**src/rtl/core/chaskey_block_cipher_core_assert.svh**
```systemverilog
// ----------------------------------------------------------------------------
// Chaskey block cipher core assertion macros
// Concurrent assertion wrappers, compiled out for synthesis.
// ----------------------------------------------------------------------------
`ifndef CHASKEY_BLOCK_CIPHER_CORE_ASSERT_SVH
`define CHASKEY_BLOCK_CIPHER_CORE_ASSERT_SVH

`ifndef SYNTHESIS

// Property must hold at every rising clock edge outside reset
`define CHBC_ASSERT(lbl, clk, rst_n, prop) \
    lbl: assert property (@(posedge clk) disable iff (!rst_n) prop) \
        else $error("assertion failed");

// Expression must never be true outside reset
`define CHBC_ASSERT_NEVER(lbl, clk, rst_n, expr) \
    lbl: assert property (@(posedge clk) disable iff (!rst_n) !(expr)) \
        else $error("forbidden condition");

`else

`define CHBC_ASSERT(lbl, clk, rst_n, prop)
`define CHBC_ASSERT_NEVER(lbl, clk, rst_n, expr)

`endif

`endif

```
**src/rtl/core/chbc_pkg.sv**
```systemverilog
// ----------------------------------------------------------------------------
// Chaskey block cipher package
// Shared types, register indexes and rotate helpers.
// ----------------------------------------------------------------------------
package chbc_pkg;

    localparam int WORD_W     = 32;
    localparam int ROUND_W    = 8;
    localparam int CFG_IDX_W  = 3;

    typedef logic [WORD_W-1:0]       word_t;
    typedef logic [3:0][WORD_W-1:0]  block_t;
    typedef logic [ROUND_W-1:0]      round_cnt_t;
    typedef logic [CFG_IDX_W-1:0]    cfg_idx_t;

    localparam cfg_idx_t REG_KEY_ZERO   = 3'd0;
    localparam cfg_idx_t REG_KEY_ONE    = 3'd1;
    localparam cfg_idx_t REG_KEY_TWO    = 3'd2;
    localparam cfg_idx_t REG_KEY_THREE  = 3'd3;
    localparam cfg_idx_t REG_ROUNDS     = 3'd4;

    localparam round_cnt_t ROUNDS_RESET = 8'd16;

    localparam int ROT_A = 5;
    localparam int ROT_B = 16;
    localparam int ROT_C = 8;
    localparam int ROT_D = 13;
    localparam int ROT_E = 7;

    typedef enum logic
    {
        ST_IDLE,
        ST_RUN
    } seq_state_t;

    typedef struct packed
    {
        logic load;
        logic step;
        logic finish;
    } seq_ctrl_t;

    function automatic word_t rotl(input word_t w, input int s);
        return (w << s) | (w >> (WORD_W - s));
    endfunction

    function automatic word_t rotr(input word_t w, input int s);
        return (w >> s) | (w << (WORD_W - s));
    endfunction

endpackage

```
**src/rtl/core/chbc_round.sv**
```systemverilog
// ----------------------------------------------------------------------------
// Chaskey round unit
// One forward or inverse ARX permutation round on a 128-bit state.
// ----------------------------------------------------------------------------
module chbc_round
(
    input  chbc_pkg::block_t  state_in,
    input  logic              decrypt,
    output chbc_pkg::block_t  state_out
);

    chbc_pkg::word_t a0, a2, b1, b3, c0, d0, d2, e1, e3, f2;
    chbc_pkg::word_t x1, x2, x3, y0, y2, y3, z0, z1, z2, o0;

    // forward round
    always_comb
    begin
        a0 = state_in[0] + state_in[1];
        b1 = chbc_pkg::rotl(state_in[1], chbc_pkg::ROT_A) ^ a0;
        c0 = chbc_pkg::rotl(a0, chbc_pkg::ROT_B);
        a2 = state_in[2] + state_in[3];
        b3 = chbc_pkg::rotl(state_in[3], chbc_pkg::ROT_C) ^ a2;
        d0 = c0 + b3;
        e3 = chbc_pkg::rotl(b3, chbc_pkg::ROT_D) ^ d0;
        d2 = a2 + b1;
        e1 = chbc_pkg::rotl(b1, chbc_pkg::ROT_E) ^ d2;
        f2 = chbc_pkg::rotl(d2, chbc_pkg::ROT_B);
    end

    // inverse round: undo the forward steps in reverse order
    always_comb
    begin
        x2 = chbc_pkg::rotr(state_in[2], chbc_pkg::ROT_B);
        x1 = chbc_pkg::rotr(state_in[1] ^ x2, chbc_pkg::ROT_E);
        y2 = x2 - x1;
        x3 = chbc_pkg::rotr(state_in[3] ^ state_in[0], chbc_pkg::ROT_D);
        y0 = state_in[0] - x3;
        y3 = chbc_pkg::rotr(x3 ^ y2, chbc_pkg::ROT_C);
        z2 = y2 - y3;
        z0 = chbc_pkg::rotr(y0, chbc_pkg::ROT_B);
        z1 = chbc_pkg::rotr(x1 ^ z0, chbc_pkg::ROT_A);
        o0 = z0 - z1;
    end

    always_comb
    begin
        if (decrypt)
        begin
            state_out[0] = o0;
            state_out[1] = z1;
            state_out[2] = z2;
            state_out[3] = y3;
        end
        else
        begin
            state_out[0] = d0;
            state_out[1] = e1;
            state_out[2] = f2;
            state_out[3] = e3;
        end
    end

endmodule

```
**src/rtl/core/chbc_seq.sv**
```systemverilog
// ----------------------------------------------------------------------------
// Chaskey round sequencer
// Counts rounds and steers load, round and finish of the datapath.
// ----------------------------------------------------------------------------
`include "chaskey_block_cipher_core_assert.svh"

module chbc_seq
(
    input  logic                  clk,
    input  logic                  rst_n,
    input  logic                  start,
    input  chbc_pkg::round_cnt_t  round_count,
    output logic                  busy,
    output chbc_pkg::seq_ctrl_t   ctrl
);

    chbc_pkg::seq_state_t  state_reg, state_next;
    chbc_pkg::round_cnt_t  cnt_reg, cnt_next;

    always_ff @(posedge clk or negedge rst_n)
    begin
        if (!rst_n)
        begin
            state_reg <= chbc_pkg::ST_IDLE;
            cnt_reg   <= '0;
        end
        else
        begin
            state_reg <= state_next;
            cnt_reg   <= cnt_next;
        end
    end

    always_comb
    begin
        state_next = state_reg;
        cnt_next   = cnt_reg;
        ctrl       = '0;
        unique case (state_reg)
            chbc_pkg::ST_IDLE:
            begin
                if (start)
                begin
                    ctrl.load  = 1'b1;
                    cnt_next   = round_count;
                    state_next = chbc_pkg::ST_RUN;
                end
            end
            chbc_pkg::ST_RUN:
            begin
                // unwhiten once the last round is done
                if (cnt_reg == '0)
                begin
                    ctrl.finish = 1'b1;
                    state_next  = chbc_pkg::ST_IDLE;
                end
                else
                begin
                    ctrl.step = 1'b1;
                    cnt_next  = cnt_reg - 1'b1;
                end
            end
        endcase
    end

    assign busy = (state_reg == chbc_pkg::ST_RUN);

    `CHBC_ASSERT(a_ctrl_onehot, clk, rst_n, $onehot0({ctrl.load, ctrl.step, ctrl.finish}))
    `CHBC_ASSERT(a_load_idle, clk, rst_n, ctrl.load |-> !busy)
    `CHBC_ASSERT(a_finish_idle, clk, rst_n, ctrl.finish |=> !busy)
    `CHBC_ASSERT(a_step_count, clk, rst_n, ctrl.step |=> cnt_reg == $past(cnt_reg) - 8'd1)
    `CHBC_ASSERT_NEVER(a_step_zero, clk, rst_n, ctrl.step && (cnt_reg == '0))

endmodule

```
**src/rtl/core/chaskey_block_cipher_core.sv**
```systemverilog
// ----------------------------------------------------------------------------
// Chaskey block cipher core
// Even-Mansour cipher over the Chaskey permutation, one round per cycle.
// ----------------------------------------------------------------------------
// Usage:
//   Write the four key words and the round count on the cfg channel
//   (index 0..3 key words, 4 round count, other indexes ignored); cfg_ready
//   is always high. Write configuration only while busy is low.
//   Issue a request by raising start with func (0 encrypt, 1 decrypt) and
//   the four block words; it is taken when start is high and busy is low.
//   The block is whitened at load, passes one round per cycle through a
//   single round unit, and is whitened again in the last cycle.
//   After accept, busy stays high while the round_count rounds run and
//   through the finish state; done is registered from finish, so a
//   new request can be taken in the cycle done is shown.
//   done is high for exactly one cycle with out_word_* valid; the receiver
//   cannot stall, and the words hold until the next result.
//   Reset clears the key to zero, the round count to 16 and aborts any
//   request in flight.
// ----------------------------------------------------------------------------
module chaskey_block_cipher_core
(
    input  logic                  clk,
    input  logic                  rst_n,

    input  logic                  cfg_valid,
    output logic                  cfg_ready,
    input  chbc_pkg::cfg_idx_t    cfg_index,
    input  chbc_pkg::word_t       cfg_data,

    input  logic                  start,
    output logic                  busy,
    input  logic                  func,
    input  chbc_pkg::word_t       in_word_zero,
    input  chbc_pkg::word_t       in_word_one,
    input  chbc_pkg::word_t       in_word_two,
    input  chbc_pkg::word_t       in_word_three,

    output logic                  done,
    output chbc_pkg::word_t       out_word_zero,
    output chbc_pkg::word_t       out_word_one,
    output chbc_pkg::word_t       out_word_two,
    output chbc_pkg::word_t       out_word_three
);

    chbc_pkg::block_t      key_reg;
    chbc_pkg::round_cnt_t  rounds_reg;
    chbc_pkg::block_t      state_reg;
    chbc_pkg::block_t      round_out;
    chbc_pkg::block_t      in_block;
    chbc_pkg::block_t      out_reg;
    logic                  decrypt_reg;
    logic                  done_reg;
    chbc_pkg::seq_ctrl_t   ctrl;

    assign cfg_ready = 1'b1;

    always_ff @(posedge clk or negedge rst_n)
    begin
        if (!rst_n)
        begin
            key_reg    <= '0;
            rounds_reg <= chbc_pkg::ROUNDS_RESET;
        end
        else if (cfg_valid)
        begin
            unique case (cfg_index)
                chbc_pkg::REG_KEY_ZERO:  key_reg[0] <= cfg_data;
                chbc_pkg::REG_KEY_ONE:   key_reg[1] <= cfg_data;
                chbc_pkg::REG_KEY_TWO:   key_reg[2] <= cfg_data;
                chbc_pkg::REG_KEY_THREE: key_reg[3] <= cfg_data;
                chbc_pkg::REG_ROUNDS:    rounds_reg <= cfg_data[chbc_pkg::ROUND_W-1:0];
                default:                 ;
            endcase
        end
    end

    chbc_seq u_seq
    (
        .clk         (clk),
        .rst_n       (rst_n),
        .start       (start),
        .round_count (rounds_reg),
        .busy        (busy),
        .ctrl        (ctrl)
    );

    chbc_round u_round
    (
        .state_in  (state_reg),
        .decrypt   (decrypt_reg),
        .state_out (round_out)
    );

    assign in_block[0] = in_word_zero;
    assign in_block[1] = in_word_one;
    assign in_block[2] = in_word_two;
    assign in_block[3] = in_word_three;

    // working state: whiten on load, advance one round per step
    always_ff @(posedge clk)
    begin
        if (ctrl.load)
        begin
            state_reg   <= in_block ^ key_reg;
            decrypt_reg <= func;
        end
        else if (ctrl.step)
        begin
            state_reg <= round_out;
        end
    end

    always_ff @(posedge clk)
    begin
        if (ctrl.finish)
        begin
            out_reg <= state_reg ^ key_reg;
        end
    end

    always_ff @(posedge clk or negedge rst_n)
    begin
        if (!rst_n)
        begin
            done_reg <= 1'b0;
        end
        else
        begin
            done_reg <= ctrl.finish;
        end
    end

    assign done           = done_reg;
    assign out_word_zero  = out_reg[0];
    assign out_word_one   = out_reg[1];
    assign out_word_two   = out_reg[2];
    assign out_word_three = out_reg[3];

endmodule

```
**config.mk**
```make
export PLATFORM = sky130hd
export DESIGN_NAME = chaskey_block_cipher_core
export DESIGN_NICKNAME = d
export VERILOG_FILES = /design/src/rtl/core/chbc_pkg.sv /design/src/rtl/core/chbc_round.sv /design/src/rtl/core/chbc_seq.sv /design/src/rtl/core/chaskey_block_cipher_core.sv
export VERILOG_INCLUDE_DIRS = /design/src /design/src/rtl/core
export SDC_FILE = /design/constraint.sdc
export NUM_CORES = 1
export LEC_CHECK = 0
export BUFFER_PORTS_ARGS = -buffer_cell sky130_fd_sc_hd__buf_2
export CAP_MARGIN = 5
export CORE_MARGIN = 5
export CORE_UTILIZATION = 56
export CTS_CLUSTER_DIAMETER = 50
export DETAILED_ROUTE_END_ITERATION = 8
export PLACE_DENSITY = 0.79
export SLEW_MARGIN = 25
export SYNTH_ARGS = -nofsm -noshare
export SYNTH_HDL_FRONTEND = slang
export SYNTH_SLANG_ARGS = --single-unit
```
**constraint.sdc**
```tcl
create_clock -name clk -period 54.2 [get_ports clk]
set_input_delay 2.71 -clock clk [delete_from_list [all_inputs] [get_ports clk]]
set_output_delay 2.71 -clock clk [all_outputs]
set_load 0.005 [all_outputs]
```
==> summary.md <==
| Metric | Value |
|---|---|
| Outcome | `finished with violations` |
| Failing checks | `design-rule violations` |
| GPL Wtd Cong | `1.26` |
| Clock Latency Late Sink | `about 0.66 ns` |
| CP Cell Sequence | `xnor2_1 > ha_1 > and3_1 > a221o_1 > a211o_1 > o311ai_2 > o21bai_1 > a21oi_1 > o21bai_1 > xor2_1 > xor2_1 > ha_1 > inv_1 > o21bai_1 > a2111oi_0 > a31oi_1 > a211o_1 > a31oi_1 > o21bai_1 > xnor3_1 > nor2_1 > o22ai_1` |
| Crit Reg-Reg Endpoint | `state_reg[95]` |
| Syn-to-layout area delta | `12.8%` |
| CP arrival | `~8.3 ns` |
| WL met3 | `27400 um` |
| Num rows | `a little under 90` |
| Die height | `roughly 250 um` |
| Syn nets | `between 3000 and 4000` |
| Die width | `about 250 um` |
| DR vias | `31700` |
| Via count of the first global-routing pass | `roughly 30000` |
| Ports | `around 300` |
| Routed WL | `between 150000 and 200000 um` |
| Worst reg2reg path depth | `22` |
| Worst slew pin tran | `about 1.3 ns` |
| Library cells used by synthesis | `between 90 and 100` |
| Post-Synthesis Cells | `3352` |
| First-pass GRT wire length | `about 230000 um` |
| Fraction of layout cells with a size suffix above 1 | `between 10% and 20%` |
| Syn Std Cell Area | `around 33000 um2` |
| R2r setup slk | `around 46 ns` |
| TritonCTS buffer count | `54` |
| Worst r2r src | `state_reg[48]` |
| Max Used Layer | `met5` |
| DPL Wire Length | `roughly 140000 um` |
| GRT Util Overall | `50.9%` |
| Vias per cell | `about 7` |
| TritonRoute pass-1 iters | `9` |
| Starting Density | `a little under three fifths` |
| Final Hold Fails | `0` |
| Sequential area share after synthesis | `around a third` |
| Largest net degree at the start of global routing | `around 140` |
| I/O Buffers | `roughly 300` |
| Avg Cell Area, Syn | `slightly below 10 um2` |
| Most frequent cells in the layout | `408 x xor2_1, 327 x xnor2_1, 296 x buf_2, 261 x a21oi_1, 257 x edfxtp_1` |
| Yosys reg bits | `403` |
| CP most frequent cell | `o21bai_1` |
| DRT iter0 DRCs | `roughly 5000` |
| Final ANT Viol Nets | `0` |
| Delay-heaviest family, CP | `compound AO/OA/AOI/OAI gates` |
| Worst EP required | `about 55 ns` |
| Layout fillers | `approximately 4700` |
| Die ar. | `~64000 um2` |
| Post-DR wirelength/cell | `between 30 and 40 um` |
| Hold Path Class | `flip-flop to flip-flop` |
| Total grt overflow | `0` |
| RSZ-0062 raised after global routing | `no` |
| Post-CTS Resized | `0` |
| Setup TNS | `0 ns` |
| Ys async rst share | `between 30 and 40%` |
| Main flop type after synthesis | `edfxtp_1` |
| Initial antenna violation count | `14` |
| Worst stage delay on the critical path | `slightly below 0.9 ns` |
| Post-CTS setup buffers | `0` |
| Clock skew | `roughly 0.063 ns` |
| Period minus WS final | `7.94 ns` |
| Clk sink count | `403` |
| Ys Warns | `0` |
| Fin crit share | `about 15%` |
| # setup viols final | `0` |
| Critical Path End Type | `flip-flop` |
| Hold Path Origin | `rounds_reg[5]` |
| Clk slew on worst S/H paths | `0.06 ns` |
| CTS tree | `yes` |
| M1 WL | `~57000 um` |
| Core box area | `~59000 um2` |
| Post-synth EDFFs | `approximately 260` |
| Buffers plus inverters on the worst setup path | `1` |
| Kind of critical path | `flip-flop to flip-flop` |
| H-tree depth | `2` |
| Worst Hold Path Cells | `1` |
| Cts-stage hold buffer count | `0` |
| Worst-path fanout max | `5` |
| Drt drc | `1` |
| Met2 wire length | `66800 um` |
| Clock Tree Buf Depth | `3` |
| Final max-slew violation count | `0` |
| Slew Limit Headroom | `between 10% and 20%` |
| Hold path endpoint | `rounds_reg[5]` |
| Root Driver | `clkbuf_16` |
| CP max stage cell | `a2111oi_0` |
| Commonest non-fill, non-tap cell in the layout | `xor2_1` |
| Final nets | `~4000` |
| Max Clk Rate | `~130 MHz` |
| Maxcap violations | `0` |
| Startpoint class of the critical path | `flip-flop` |
## worst max-delay path by stage
stage / start / endpoint / slack, ns / cells after the start
floorplan: u_seq.cnt_reg[0] / state_reg[0] / 15.19 / 7
global placement: state_reg[48] / state_reg[95] / 46.79 / 22
detailed placement: state_reg[48] / state_reg[95] / 46.66 / 22
CTS: state_reg[48] / state_reg[95] / 46.62 / 22
global route: state_reg[48] / state_reg[95] / 46.06 / 22
finish: state_reg[48] / state_reg[95] / 46.26 / 22
## area by class of cell
cell class                 instances  area, um2  area share [%]
clock buffer                      69       1450            3.87
tap                              773        967            2.59
multi-input combinational       2744      21100            56.4
clock inverter                    33        360           0.963
inverter                          90        340           0.910
antenna                           11       27.5          0.0736
timing repair buffer             333       1810            4.83
sequential                       403      11400            30.4
## cells in the mapped netlist (all sizes together) (10+ instances only)
cell | count | area, um2
nand2b | 26 | 163
o211ai | 36 | 275
a311oi | 14 | 159
and3 | 39 | 244
clkbuf | 100 | 377
a31oi | 39 | 250
ha | 242 | 3030
nand4 | 28 | 175
mux2 | 137 | 1540
nand2 | 183 | 687
xor2 | 408 | 3570
o31ai | 16 | 139
mux2i | 18 | 180
a211oi | 55 | 423
nand3 | 42 | 210
buf | 15 | 72.6
or3 | 16 | 100
nor3 | 31 | 155
and2 | 19 | 119
o221ai | 19 | 166
edfxtp | 257 | 7720
o21ai | 173 | 873
nor2 | 179 | 672
o22ai | 12 | 75.1
o21bai | 33 | 248
xnor3 | 10 | 225
nor3b | 10 | 75.1
inv | 89 | 334
nor2b | 39 | 244
a21oi | 264 | 1330
or2 | 12 | 75.1
a21o | 130 | 976
o21a | 32 | 240
dfrtp | 145 | 3630
xnor2 | 334 | 2960
a22oi | 22 | 165
## cell families after synthesis
| kind of cell | count (synthesis) | share of synthesized area (%) |
|---|---|---|
| AOI/OAI and AO/OA | 940 | 18.8 |
| xor gates and xnor gates | 752 | 20.4 |
| and+or+nand+nor | 641 | 9.19 |
| DFF | 403 | 34.3 |
| adders and majority gates | 255 | 9.77 |
| buffers and inverters | 205 | 2.37 |
| muxes | 155 | 5.20 |
| other | 1 | 0.0113 |
## through the flow
stage               cells  setup slack, ns  hold slack [ns]  utilization, %  cell area [um2]
floorplan            3352            15.19            0.481               -            33200
global placement     4342            46.79            0.490            60.4            35500
detailed placement   4343            46.66            0.506            60.5            35600
CTS                  4445            46.62            0.520            63.5            37400
global route         4447            46.06            0.546            63.6            37400
finish               4456            46.26            0.514            63.6            37400
## routing by layer
layer  up-vias  global-route usage, %
met2      2776                   70.8
met3       841                   23.8
li1      12800                      -
met5         -                      0
met4        10                   36.3
met1     15300                   62.0
Power is not shown: default switching activity piles up to over one toggle a cycle in this logic, so the estimate is an artifact.
